<file path="config.mk">
export PLATFORM = sky130hd
export DESIGN_NAME = doubly_linked_list_engine
export DESIGN_NICKNAME = d
export VERILOG_FILES = /design/src/hw/rtl/dll_pkg.sv /design/src/hw/rtl/doubly_linked_list_engine.sv /design/src/hw/rtl/dll_dp.sv /design/src/hw/rtl/dll_ctrl.sv
export VERILOG_INCLUDE_DIRS = /design/src /design/src/hw/rtl
export SDC_FILE = /design/constraint.sdc
export NUM_CORES = 2
export LEC_CHECK = 0
export ABC_AREA = 0
export CAP_MARGIN = 0
export CORE_MARGIN = 4
export CORE_UTILIZATION = 55
export DETAILED_ROUTE_END_ITERATION = 10
export DONT_BUFFER_PORTS = 1
export HOLD_SLACK_MARGIN = 0.03
export PLACE_DENSITY = 0.7
export SLEW_MARGIN = 15
export SYNTH_ARGS = -nofsm -noshare
export SYNTH_HDL_FRONTEND = slang
export SYNTH_SLANG_ARGS = --single-unit
</file>
<file path="constraint.sdc">
create_clock -name clk -period 7.95 [get_ports clk]
set_clock_uncertainty 0.05 [all_clocks]
set_input_delay 1.59 -clock clk [delete_from_list [all_inputs] [get_ports clk]]
set_output_delay 1.59 -clock clk [all_outputs]
set_load 0.02 [all_outputs]
</file>
<file path="src/hw/rtl/assert_macros.svh">
// Assertion macros shared by the linked list engine RTL.
// No dependencies; expects clk and rst_n in the including module.
`ifndef ASSERT_MACROS_SVH
`define ASSERT_MACROS_SVH

// expression must hold at every clock edge out of reset
`define ASSERT_ALWAYS(label, expr, msg) \
  label: assert property (@(posedge clk) disable iff (!rst_n) (expr)) else $error(msg);

// consequent must hold in the same cycle as the antecedent
`define ASSERT_IMPLIES(label, ante, cons, msg) \
  label: assert property (@(posedge clk) disable iff (!rst_n) (ante) |-> (cons)) \
    else $error(msg);

`endif

</file>
<file path="src/hw/rtl/dll_pkg.sv">
// Shared types, codes and constants of the linked list engine.
// No dependencies; used by dll_ctrl, dll_dp and the top level.
package dll_pkg;

  localparam int CAPACITY_DEF = 32;
  localparam int KEY_W        = 32;
  localparam int OP_W         = 3;
  localparam int STATUS_W     = 2;
  localparam int COUNT_W      = 6;

  localparam logic [OP_W-1:0] OP_INSERT    = 3'd0;
  localparam logic [OP_W-1:0] OP_DEL_KEY   = 3'd1;
  localparam logic [OP_W-1:0] OP_DEL_FIRST = 3'd2;
  localparam logic [OP_W-1:0] OP_DEL_LAST  = 3'd3;
  localparam logic [OP_W-1:0] OP_DUMP      = 3'd4;

  localparam logic [STATUS_W-1:0] ST_OK   = 2'd0;
  localparam logic [STATUS_W-1:0] ST_MISS = 2'd1;
  localparam logic [STATUS_W-1:0] ST_FULL = 2'd2;

  typedef enum logic [1:0] {
    RD_HEAD,
    RD_TAIL,
    RD_NEXT
  } dll_rd_t;

  typedef struct packed {
    logic                accept;
    logic                rd_en;
    dll_rd_t             rd_sel;
    logic                fs_rd;
    logic                ins_write;
    logic                unlink;
    logic                cnt_clr;
    logic                cnt_inc;
    logic                out_load;
    logic                out_elem;
    logic [STATUS_W-1:0] status;
  } dll_cmd_t;

  typedef struct packed {
    logic empty;
    logic full;
    logic match;
    logic walk_end;
    logic out_free;
  } dll_stat_t;

endpackage

</file>
<file path="src/hw/rtl/doubly_linked_list_engine.sv">
// Doubly linked list engine: list of signed 32-bit keys in node memories.
// Request channel in_valid/in_stall carries in_operation and in_key:
// insert at front, delete by key, delete first, delete last, dump.
// Result channel out_valid/out_stall gives one status result per request,
// or one result per element for a dump (out_last on the final one).
// An insert writes its node and a delete of the first or last node unlinks it
// before the result is loaded; a delete by key walks from the head until a key
// matches (then unlinks that node) or the walk ends; a rejected insert, an empty
// list or an unused operation goes straight to its result; a dump loads its
// elements in list order, head first, as it walks.
// Node walks are set by one registered read of the node memories per cycle.
// One request is worked on at a time; in_stall is high until its last result
// sits in the output register, which then holds while out_stall is high.
// A stalled output holds the walk and the sequencer until it is taken.
// Reset (rst_n low, synchronous) empties the list and frees every node;
// node memories are not cleared, and no clearing pass is needed.
// Depends on dll_pkg, dll_ctrl and dll_dp.
module doubly_linked_list_engine import dll_pkg::*; #(
  parameter int CAPACITY = CAPACITY_DEF
) (
  input  logic                    clk,
  input  logic                    rst_n,
  input  logic                    in_valid,
  output logic                    in_stall,
  input  logic [OP_W-1:0]         in_operation,
  input  logic signed [KEY_W-1:0] in_key,
  output logic                    out_valid,
  input  logic                    out_stall,
  output logic [STATUS_W-1:0]     out_status,
  output logic signed [KEY_W-1:0] out_key_out,
  output logic                    out_element_valid,
  output logic                    out_last,
  output logic [COUNT_W-1:0]      out_entry_count
);

  dll_cmd_t  cmd;
  dll_stat_t stat;

  dll_ctrl u_ctrl (
    .clk          (clk),
    .rst_n        (rst_n),
    .in_valid     (in_valid),
    .in_operation (in_operation),
    .in_stall     (in_stall),
    .stat         (stat),
    .cmd          (cmd)
  );

  dll_dp #(
    .CAPACITY (CAPACITY)
  ) u_dp (
    .clk               (clk),
    .rst_n             (rst_n),
    .cmd               (cmd),
    .in_key            (in_key),
    .stat              (stat),
    .out_stall         (out_stall),
    .out_valid         (out_valid),
    .out_status        (out_status),
    .out_key_out       (out_key_out),
    .out_element_valid (out_element_valid),
    .out_last          (out_last),
    .out_entry_count   (out_entry_count)
  );

endmodule

</file>
<file path="src/hw/rtl/dll_dp.sv">
// Datapath of the linked list engine: node memories, free-index stack,
// list pointers, walk counter and result register. Depends on dll_pkg.
`include "assert_macros.svh"
module dll_dp import dll_pkg::*; #(
  parameter int CAPACITY = CAPACITY_DEF
) (
  input  logic                       clk,
  input  logic                       rst_n,
  input  dll_cmd_t                   cmd,
  input  logic signed [KEY_W-1:0]    in_key,
  output dll_stat_t                  stat,
  input  logic                       out_stall,
  output logic                       out_valid,
  output logic [STATUS_W-1:0]        out_status,
  output logic signed [KEY_W-1:0]    out_key_out,
  output logic                       out_element_valid,
  output logic                       out_last,
  output logic [COUNT_W-1:0]         out_entry_count
);

  localparam int IW = (CAPACITY > 1) ? $clog2(CAPACITY) : 1;
  localparam int CW = $clog2(CAPACITY + 1);

  logic signed [KEY_W-1:0] node_key  [CAPACITY];
  logic [IW-1:0]           node_next [CAPACITY];
  logic [IW-1:0]           node_prev [CAPACITY];
  logic [IW-1:0]           free_stack[CAPACITY];

  logic [CAPACITY-1:0]     fs_vld_r;
  logic signed [KEY_W-1:0] key_r;
  logic signed [KEY_W-1:0] key_rd_r;
  logic [IW-1:0]           nxt_rd_r, prv_rd_r, cur_r;
  logic [IW-1:0]           fs_rd_r;
  logic                    fsv_rd_r;
  logic [IW-1:0]           head_r, head_nxt, tail_r, tail_nxt;
  logic [CW-1:0]           count_r, count_nxt, ftop_r, ftop_nxt;
  logic [IW-1:0]           walk_r;

  logic                    out_valid_r;
  logic [STATUS_W-1:0]     out_status_r;
  logic signed [KEY_W-1:0] out_key_r;
  logic                    out_ev_r, out_last_r;
  logic [COUNT_W-1:0]      out_count_r;

  logic [IW-1:0] raddr, fs_ra, fs_wa, alloc;
  logic          empty, single, walk_end;
  logic          nx_we, pv_we;
  logic [IW-1:0] nx_wa, nx_wd, pv_wa, pv_wd;

  assign empty    = (count_r == '0);
  assign single   = (count_r == CW'(1));
  assign walk_end = (CW'(walk_r) == count_r - 1'b1);
  assign fs_ra    = IW'(ftop_r - 1'b1);
  assign fs_wa    = IW'(ftop_r);
  assign alloc    = fsv_rd_r ? fs_rd_r : fs_ra;

  assign stat.empty    = empty;
  assign stat.full     = (count_r == CW'(CAPACITY));
  assign stat.match    = (key_rd_r == key_r);
  assign stat.walk_end = walk_end;
  assign stat.out_free = !out_valid_r || !out_stall;

  always_comb begin
    unique case (cmd.rd_sel)
      RD_HEAD: raddr = head_r;
      RD_TAIL: raddr = tail_r;
      RD_NEXT: raddr = nxt_rd_r;
      default: raddr = head_r;
    endcase
  end

  always_comb begin
    nx_we = cmd.ins_write || (cmd.unlink && !single && head_r != cur_r);
    nx_wa = cmd.ins_write ? alloc : prv_rd_r;
    nx_wd = cmd.ins_write ? (empty ? alloc : head_r) : nxt_rd_r;
    pv_we = (cmd.ins_write && !empty) || (cmd.unlink && !single && tail_r != cur_r);
    pv_wa = cmd.ins_write ? head_r : nxt_rd_r;
    pv_wd = cmd.ins_write ? alloc : prv_rd_r;
  end

  always_comb begin
    head_nxt  = head_r;
    tail_nxt  = tail_r;
    count_nxt = count_r;
    ftop_nxt  = ftop_r;
    if (cmd.ins_write) begin
      head_nxt  = alloc;
      if (empty) begin
        tail_nxt = alloc;
      end
      count_nxt = count_r + 1'b1;
      ftop_nxt  = ftop_r - 1'b1;
    end else if (cmd.unlink) begin
      if (single) begin
        head_nxt = '0;
        tail_nxt = '0;
      end else begin
        if (head_r == cur_r) begin
          head_nxt = nxt_rd_r;
        end
        if (tail_r == cur_r) begin
          tail_nxt = prv_rd_r;
        end
      end
      count_nxt = count_r - 1'b1;
      ftop_nxt  = ftop_r + 1'b1;
    end
  end

  always_ff @(posedge clk) begin
    if (cmd.ins_write) begin
      node_key[alloc] <= key_r;
    end
    if (nx_we) begin
      node_next[nx_wa] <= nx_wd;
    end
    if (pv_we) begin
      node_prev[pv_wa] <= pv_wd;
    end
    if (cmd.unlink) begin
      free_stack[fs_wa] <= cur_r;
    end
    if (cmd.rd_en) begin
      key_rd_r <= node_key[raddr];
      nxt_rd_r <= node_next[raddr];
      prv_rd_r <= node_prev[raddr];
      cur_r    <= raddr;
    end
    if (cmd.fs_rd) begin
      fs_rd_r  <= free_stack[fs_ra];
      fsv_rd_r <= fs_vld_r[fs_ra];
    end
    if (cmd.accept) begin
      key_r <= in_key;
    end
  end

  always_ff @(posedge clk) begin
    if (!rst_n) begin
      head_r   <= '0;
      tail_r   <= '0;
      count_r  <= '0;
      ftop_r   <= CW'(CAPACITY);
      fs_vld_r <= '0;
      walk_r   <= '0;
    end else begin
      head_r  <= head_nxt;
      tail_r  <= tail_nxt;
      count_r <= count_nxt;
      ftop_r  <= ftop_nxt;
      if (cmd.unlink) begin
        fs_vld_r[fs_wa] <= 1'b1;
      end
      if (cmd.cnt_clr) begin
        walk_r <= '0;
      end else if (cmd.cnt_inc) begin
        walk_r <= walk_r + 1'b1;
      end
    end
  end

  always_ff @(posedge clk) begin
    if (!rst_n) begin
      out_valid_r <= 1'b0;
    end else if (cmd.out_load) begin
      out_valid_r <= 1'b1;
    end else if (!out_stall) begin
      out_valid_r <= 1'b0;
    end
  end

  always_ff @(posedge clk) begin
    if (cmd.out_load) begin
      out_status_r <= cmd.out_elem ? ST_OK : cmd.status;
      out_key_r    <= cmd.out_elem ? key_rd_r : '0;
      out_ev_r     <= cmd.out_elem;
      out_last_r   <= cmd.out_elem ? walk_end : 1'b1;
      out_count_r  <= COUNT_W'(count_r);
    end
  end

  assign out_valid         = out_valid_r;
  assign out_status        = out_status_r;
  assign out_key_out       = out_key_r;
  assign out_element_valid = out_ev_r;
  assign out_last          = out_last_r;
  assign out_entry_count   = out_count_r;

  `ASSERT_ALWAYS(a_pool_balance, (CW+1)'(count_r) + (CW+1)'(ftop_r) == (CW+1)'(CAPACITY), "node pool out of balance")
  `ASSERT_IMPLIES(a_ins_room, cmd.ins_write, !stat.full && ftop_r != '0, "insert into full pool")

endmodule

</file>
<file path="src/hw/rtl/dll_ctrl.sv">
// Controller of the linked list engine: decodes each request and sequences
// reads, walks, writes and results. Depends on dll_pkg.
`include "assert_macros.svh"
module dll_ctrl import dll_pkg::*; (
  input  logic            clk,
  input  logic            rst_n,
  input  logic            in_valid,
  input  logic [OP_W-1:0] in_operation,
  output logic            in_stall,
  input  dll_stat_t       stat,
  output dll_cmd_t        cmd
);

  typedef enum logic [2:0] {
    S_IDLE,
    S_INS_WR,
    S_SEARCH,
    S_UNLINK,
    S_RESP,
    S_DUMP
  } state_t;

  state_t              state_r, state_nxt;
  logic [STATUS_W-1:0] status_r, status_nxt;

  assign in_stall = (state_r != S_IDLE);

  always_comb begin
    cmd        = '0;
    cmd.status = status_r;
    state_nxt  = state_r;
    status_nxt = status_r;
    unique case (state_r)
      S_IDLE: begin
        if (in_valid) begin
          cmd.accept = 1'b1;
          unique case (in_operation) inside
            OP_INSERT: begin
              if (stat.full) begin
                status_nxt = ST_FULL;
                state_nxt  = S_RESP;
              end else begin
                cmd.fs_rd = 1'b1;
                state_nxt = S_INS_WR;
              end
            end
            OP_DEL_KEY, OP_DUMP: begin
              if (stat.empty) begin
                status_nxt = ST_MISS;
                state_nxt  = S_RESP;
              end else begin
                cmd.rd_en   = 1'b1;
                cmd.rd_sel  = RD_HEAD;
                cmd.cnt_clr = 1'b1;
                state_nxt   = (in_operation == OP_DUMP) ? S_DUMP : S_SEARCH;
              end
            end
            OP_DEL_FIRST, OP_DEL_LAST: begin
              if (stat.empty) begin
                status_nxt = ST_MISS;
                state_nxt  = S_RESP;
              end else begin
                cmd.rd_en  = 1'b1;
                cmd.rd_sel = (in_operation == OP_DEL_LAST) ? RD_TAIL : RD_HEAD;
                state_nxt  = S_UNLINK;
              end
            end
            default: begin
              status_nxt = ST_MISS;
              state_nxt  = S_RESP;
            end
          endcase
        end
      end
      S_INS_WR: begin
        cmd.ins_write = 1'b1;
        status_nxt    = ST_OK;
        state_nxt     = S_RESP;
      end
      S_SEARCH: begin
        if (stat.match) begin
          state_nxt = S_UNLINK;
        end else if (stat.walk_end) begin
          status_nxt = ST_MISS;
          state_nxt  = S_RESP;
        end else begin
          cmd.rd_en   = 1'b1;
          cmd.rd_sel  = RD_NEXT;
          cmd.cnt_inc = 1'b1;
        end
      end
      S_UNLINK: begin
        cmd.unlink = 1'b1;
        status_nxt = ST_OK;
        state_nxt  = S_RESP;
      end
      S_RESP: begin
        if (stat.out_free) begin
          cmd.out_load = 1'b1;
          state_nxt    = S_IDLE;
        end
      end
      S_DUMP: begin
        if (stat.out_free) begin
          cmd.out_load = 1'b1;
          cmd.out_elem = 1'b1;
          if (stat.walk_end) begin
            state_nxt = S_IDLE;
          end else begin
            cmd.rd_en   = 1'b1;
            cmd.rd_sel  = RD_NEXT;
            cmd.cnt_inc = 1'b1;
          end
        end
      end
      default: state_nxt = S_IDLE;
    endcase
  end

  always_ff @(posedge clk) begin
    if (!rst_n) begin
      state_r  <= S_IDLE;
      status_r <= ST_OK;
    end else begin
      state_r  <= state_nxt;
      status_r <= status_nxt;
    end
  end

  `ASSERT_IMPLIES(a_unlink_nonempty, cmd.unlink, !stat.empty, "unlink on empty list")
  `ASSERT_IMPLIES(a_walk_nonempty, state_r == S_SEARCH || state_r == S_DUMP, !stat.empty, "walk over empty list")
  `ASSERT_IMPLIES(a_load_free, cmd.out_load, stat.out_free, "result register overwritten")

endmodule

</file>
# After elaboration in Yosys (flattened, before gate mapping)
# Memories as Yosys holds them, arrays and structs flattened. A register that Yosys moved wholly into a read port is not among the register bits.
# Cells that the tools add are included.
# word_totals
ff_bits	145
latch_bits	0
ram_bits	1504
romBits	0
n_memories	4
# classes
n_addsub	5
multipliers	0
div	0
n_lt_le_gt_ge	3
eq_ne	30
n_shift	0
n_mux	78
bitwise_logic	2
n_reduce_logical	29
# mem_list
memory	depth	word_bits	rd	rd_ports_with_merged_regs	write_ports	line_no	text
u_dp.node_key	32	32	1	1	1	dll_dp.sv:24	logic signed [KEY_W-1:0] node_key [CAPACITY];
u_dp.free_stack	32	5	1	1	1	dll_dp.sv:27	logic [IW-1:0] free_stack[CAPACITY];
u_dp.node_next	32	5	1	1	1	dll_dp.sv:25	logic [IW-1:0] node_next [CAPACITY];
u_dp.node_prev	32	5	1	1	1	dll_dp.sv:26	logic [IW-1:0] node_prev [CAPACITY];
# op_table
cell	n
5-bit two-way mux	15
3-bit two-way mux	16
32-bit == test	1
32-bit OR	1
1-bit two-way mux	27
6-bit two-way mux	4
3-bit case mux with 3 select lines	2
3-bit case mux with 5 select lines	1
6-bit by 1-bit adder with 6-bit output (second input constant)	2
3-bit by 2-bit == test with 1-bit output (second input constant)	4
5-bit by 6-bit < comparator with 1-bit output (second input constant)	2
3-bit nonzero test	4
6-bit by 1-bit subtractor with 6-bit output (second input constant)	2
5-bit == test	2
2-bit two-way mux	5
2-bit inequality test (second input constant)	5
5-bit inequality test	2
5-bit case mux with 2 select lines	1
3-bit == test (second input constant)	3
2-bit OR reduction	4
3-bit by 1-bit == test with 1-bit output (second input constant)	2
5-bit by 6-bit == test with 1-bit output	1
6-bit by 1-bit == test with 1-bit output (second input constant)	1
6-bit == test (second input constant)	1
25 further kinds	39

# Logic depth before layout (Yosys ltp)
# depth
ltp_word	8
ltp_mapped	19
mapped_depth_nobuf	16

# Modules after synthesis
# From an unflattened synthesis, not the netlist that was laid out.
# hier_totals
hier_cells	4908
hier_area_um2	68284.2
# modules_own_cells
module	instances	cells_per_inst	area_per_inst_um2	seq_area_each_um2
dll_dp	1	4839	67751.2	50158.1
dll_ctrl	1	69	533.0	100.1

# Worst setup path before layout
# No wires, ideal clock.
# synth_path
path_type	input -> register
start	input in_valid
end	register u_dp.cur_r[0] (enable)
setup_ps	517
arrival_time_ps	6045
path_slack_ps	1338
stages	3
n_path_buf	0
cell_sequence	and3_1 -> nand2_1 -> o21ai_0
# synth_lines
element	line_no	text
start, declared	doubly_linked_list_engine.sv:23	input logic in_valid,
end signal, assigned	dll_dp.sv:127	cur_r <= raddr;
end, declared	dll_dp.sv:32	logic [IW-1:0] nxt_rd_r, prv_rd_r, cur_r;

# Worst setup path in the final report
# layout_path
start	register u_dp.key_r[15]
end	register u_dp.key_rd_r[5], read port of u_dp.node_key, data pin
# layout_between
elab_chain_cells	5
elab_cells_between_ends	6
cone_classes	3 x eq/ne; 3 x mux
# layout_lines
element	line_no	text
start, declared	dll_dp.sv:30	logic signed [KEY_W-1:0] key_r;
start signal, assigned	dll_dp.sv:134	key_r <= in_key;
32-bit == test (*)	dll_dp.sv:59	assign stat.match = (key_rd_r == key_r);
3-bit two-way mux (*)	dll_ctrl.sv:81	if (stat.match) begin
3-bit case mux with 3 select lines (*)	dll_ctrl.sv:33	unique case (state_r)
2-bit == test or 2-bit by 1-bit == test with 1-bit output (tied branches)	dll_dp.sv:64	unique case (cmd.rd_sel)
5-bit case mux with 2 select lines	dll_dp.sv:64	
end, declared	dll_dp.sv:31	logic signed [KEY_W-1:0] key_rd_r;
# Every way passes the cells marked *; elsewhere a longest branch is shown, timed or not.
# A chain may end at the register's enable or synchronous reset.

==> key figures <==
Setup path
  • Most frequent CP cell: nor4_1
  • CP Depth: 14
  • Buf/Inv on CP: 2
  • CP Max Fanout: 133
  • Critical Path RT: 8.50 ns
  • Slowest CP cell: o211ai_1
  • Worst Path Arrival: 7.84 ns
  • Worst Setup End Kind: register
  • Worst-path cell chain: xnor2_1 -> nand4_1 -> nor4_1 -> nand2_1 -> o211ai_1 -> ha_1 -> a221o_1 -> nand2_8 -> inv_8 -> buf_12 -> a21oi_1 -> a32oi_1 -> o22ai_1 -> nor4_1
  • Crit path kind: register to register
  • Start of the worst register-to-register path: u_dp.key_r[15]$_DFFE_PP_
  • CP delay by family, top: simple AND/OR/NAND/NOR gates
  • Setup crit end: u_dp.key_rd_r[5]$_DFFE_PP_
  • R2R Setup Slk: 0.66 ns
  • Worst setup SP type: register
  • Beginning of the critical path: u_dp.key_r[15]$_DFFE_PP_
  • Worst path max stage delay: 0.87 ns
  • Register-to-Register Path Depth: 14
  • Worst reg2reg path endpoint: u_dp.key_rd_r[5]$_DFFE_PP_

Power
  • Leakage power: 0.0239 uW
  • Pwr/cell area: 249 nW/um^2
  • Worst VDD drop: 0.205 mV
  • Total power: 18300 uW
  • Switch Pwr: 3980 uW
  • Sw Ratio: 0.217
  • Part of the power in registers: 0.543
  • Gate power share: 0.044
  • Internal power: 14400 uW
  • Clock power share: 0.413

Clock network
  • CTS max path bufs: 3
  • Post-CTS resize count: 0
  • CTS Hold Bufs: 0
  • Setup Buffers After CTS: 0
  • H-Tree Depth: 4
  • Worst-path clk slew: 0.06 ns
  • Total CTS buffers: 166
  • CTS tree: yes
  • Worst-Skew Late Latency: 0.80 ns
  • Clk root buf: clkbuf_16
  • # clock sinks: 1695

Global routing
  • Total grt overflow: 0
  • First-pass GRT wire length: 255 mm
  • Number of global-route vias before repair: 38600
  • Largest net degree at the start of global routing: 210
  • Antenna violations before repair: 13
  • GRT Overall Usage: 0.274

Floorplanning
  • Die area: 126000 um^2
  • Ports: 83
  • Num rows: 127
  • Core ar.: 120000 um^2
  • Die height: 355 um
  • Die X: 355 um
  • Initial core utilization: 0.554

Detailed routing
  • DR vias/cell: 6.46
  • TritonRoute pass-1 iters: 5
  • Drc violations: 0
  • Final WL: 176 mm
  • Vias: 40900
  • First DRT Iteration DRCs: 6304
  • DR WL/cell: 27.8 um
  • Post-detailed-route count of antenna-violating nets: 0

Status
  • Status: complete, no violations

Synthesis
  • Ranking of synthesized cells by area: edfxtp_1 74%, nand2_1 6.2%, a32oi_1 4.4%
  • Mean Syn Cell Area: 14.4 um^2
  • Flops & latches, synth: 1695
  • Syn_nets: 4660
  • Area leader, netlist: edfxtp_1
  • Cells after synthesis: 4611
  • Number of synthesized flops with an enable pin: 1631
  • Primary FF master, synth: edfxtp_1
  • Top-area cell type share of the netlist area: 0.738
  • Ys async rst share: 0
  • Yosys Warn Count: 0
  • Synth cell types: 59
  • Synthesized cell area: 66400 um^2
  • Seq/Total Area, Yosys: 0.757

Hold path
  • Worst min path class: register to register

Final layout
  • Finished Core Util: 0.615
  • Area Overhead vs Synth: 11.0%
  • Nets@finish: 4632
  • Share of layout cells above drive strength 1: 0.101

Place
  • GP Congestion: 0.847
  • Post-DP HPWL: 90.4 mm
  • PortBufs: 0

Timing
  • Fin Setup TNS: 0 ns
  • Fmax achieved: 0.137 GHz
  • Finish-stage setup viols: 0
  • Tcrit/Tclk final: 0.917
  • Worst slew pin tran: 1.27 ns
  • Rel. slew slack: 0.151
  • Final-report hold violation count: 0
  • Minimum clock period: 7.29 ns
  • Slew Viols, Final: 0
  • RSZ-0062 raised after global routing: no

Run
  • Max-cap viol count: 0
power groups by stage:
| stage | clock, uW | combinational [uW] | sequential (uW) |
|---|---|---|---|
| after floorplan | 0 | 527 | 10100 |
| after global placement | 0 | 779 | 10100 |
| after detailed placement | 0 | 797 | 10100 |
| after CTS | 7650 | 803 | 9950 |
| after global routing | 8040 | 879 | 9960 |
| final | 7580 | 812 | 9950 |
layout make-up:
class                      count  area, um^2
antenna                        3        7.51
clock buffer                 208        4430
clock inverter                97         822
fill                        8739       46200
inverter                      19        78.8
multi-input combinational   2589       15000
sequential                  1695       50300
tap                         1612        2020
timing repair buffer         112        1040
kinds of logic (layout without fill, tap and decap cells):
| logic type | count (synthesis) | after routing | synth area share |
|---|---|---|---|
| XOR/XNOR | 62 | 62 | 0.00830 |
| multiplexers | 75 | 75 | 0.0231 |
| other | 0 | 3 | 0 |
| flip-flops | 1695 | 1695 | 0.757 |
| adder cells (fa/ha/maj) | 10 | 10 | 0.00189 |
| buffers and inverters | 327 | 436 | 0.0223 |
| AO/OA/AOI/OAI | 941 | 941 | 0.0954 |
| AND/OR/NAND/NOR | 1501 | 1501 | 0.0917 |
cell usage in the layout (no fill, tap or decap), types with 6 or more instances in the layout:
master,count
mux2i_1,6
mux2_2,7
nand3_1,28
o21ai_0,16
clkinv_2,31
a211oi_1,6
inv_1,14
clkinv_1,43
or3_1,10
clkbuf_1,35
ha_1,9
xor2_1,12
o22ai_1,168
nor3_1,7
bufinv_16,9
xnor2_1,48
a32oi_1,337
mux4_2,60
and2_1,37
nor4_1,45
edfxtp_1,1631
nand3b_1,10
o21ai_2,8
nand4_1,11
nand2_1,1086
buf_4,96
a21oi_1,369
dfxtp_1,63
buf_12,15
nor3b_1,6
nor2_1,201
nor2_4,32
clkbuf_16,170
worst register-to-register path: cells and delay by family, from the launching register on:
| family | cells | cell delay, ns |
|---|---|---|
| and+or+nand+nor | 5 | 2.05 |
| buffers and inverters | 2 | 1.14 |
| AOI/OAI and AO/OA | 5 | 1.84 |
| xor gates and xnor gates | 1 | 0.72 |
| adders and majority gates | 1 | 0.51 |
| DFF | 1 | 0.78 |
sequential cells by signal (all words and copies together) (netlist names), 32 cells and up:
name / count
u_dp.key_rd_r: 32
u_dp.free_stack: 160
u_dp.node_key: 1024
u_dp.fs_vld_r: 32
u_dp.node_next: 160
u_dp.node_prev: 160
u_dp.key_r: 32
u_dp.out_key_out: 32
stage by stage:
stage          worst slack, ns  instances  hold slack [ns]  area [um^2]
2_1_floorplan             1.34       4611            0.353        66400
3_3_place_gp              1.10       6025            0.393        68400
3_5_place_dp             0.923       6025            0.404        68400
4_1_cts                  0.896       6330            0.415        73600
5_1_grt                  0.422       6332            0.447        73600
6_report                 0.662       6335            0.416        73600
metal layers:
metal  vias to the layer above  wire length, um  GRT usage
li1                      17600                -          -
met1                     20400            66700      0.379
met2                      2484            82100      0.427
met3                       430            20200     0.0648
met4                        12             6850      0.107
met5                         -               90          0
cell usage after synthesis, types with 12 or more instances:
library cell / number
edfxtp_1: 1631
nand2_1: 1089
a21oi_1: 371
a32oi_1: 337
nor2_1: 233
buf_2: 171
o22ai_1: 168
clkbuf_1: 114
dfxtp_1: 64
mux4_2: 60
xnor2_1: 49
nor4_1: 45
and2_1: 37
nand3_1: 30
o21ai_0: 22
inv_1: 14
buf_1: 12
xor2_1: 12
how the worst min path moves through the flow:
stage                                          from  cells after the start  slack [ns]                           endpoint
global placement    u_ctrl.status_r[0]$_SDFFE_PN0P_                      2        0.39    u_ctrl.status_r[0]$_SDFFE_PN0P_
global route         u_dp.fs_vld_r[19]$_SDFFE_PN0P_                      2        0.45     u_dp.fs_vld_r[19]$_SDFFE_PN0P_
detailed placement  u_ctrl.status_r[0]$_SDFFE_PN0P_                      2        0.40    u_ctrl.status_r[0]$_SDFFE_PN0P_
floorplan              u_dp.count_r[2]$_SDFFE_PN0P_                      0        0.35  u_dp.out_entry_count[2]$_DFFE_PP_
finish              u_ctrl.status_r[1]$_SDFFE_PN0P_                      2        0.42    u_ctrl.status_r[1]$_SDFFE_PN0P_
CTS                 u_ctrl.status_r[1]$_SDFFE_PN0P_                      2        0.41    u_ctrl.status_r[1]$_SDFFE_PN0P_
Power figures use the tool's default switching activity.
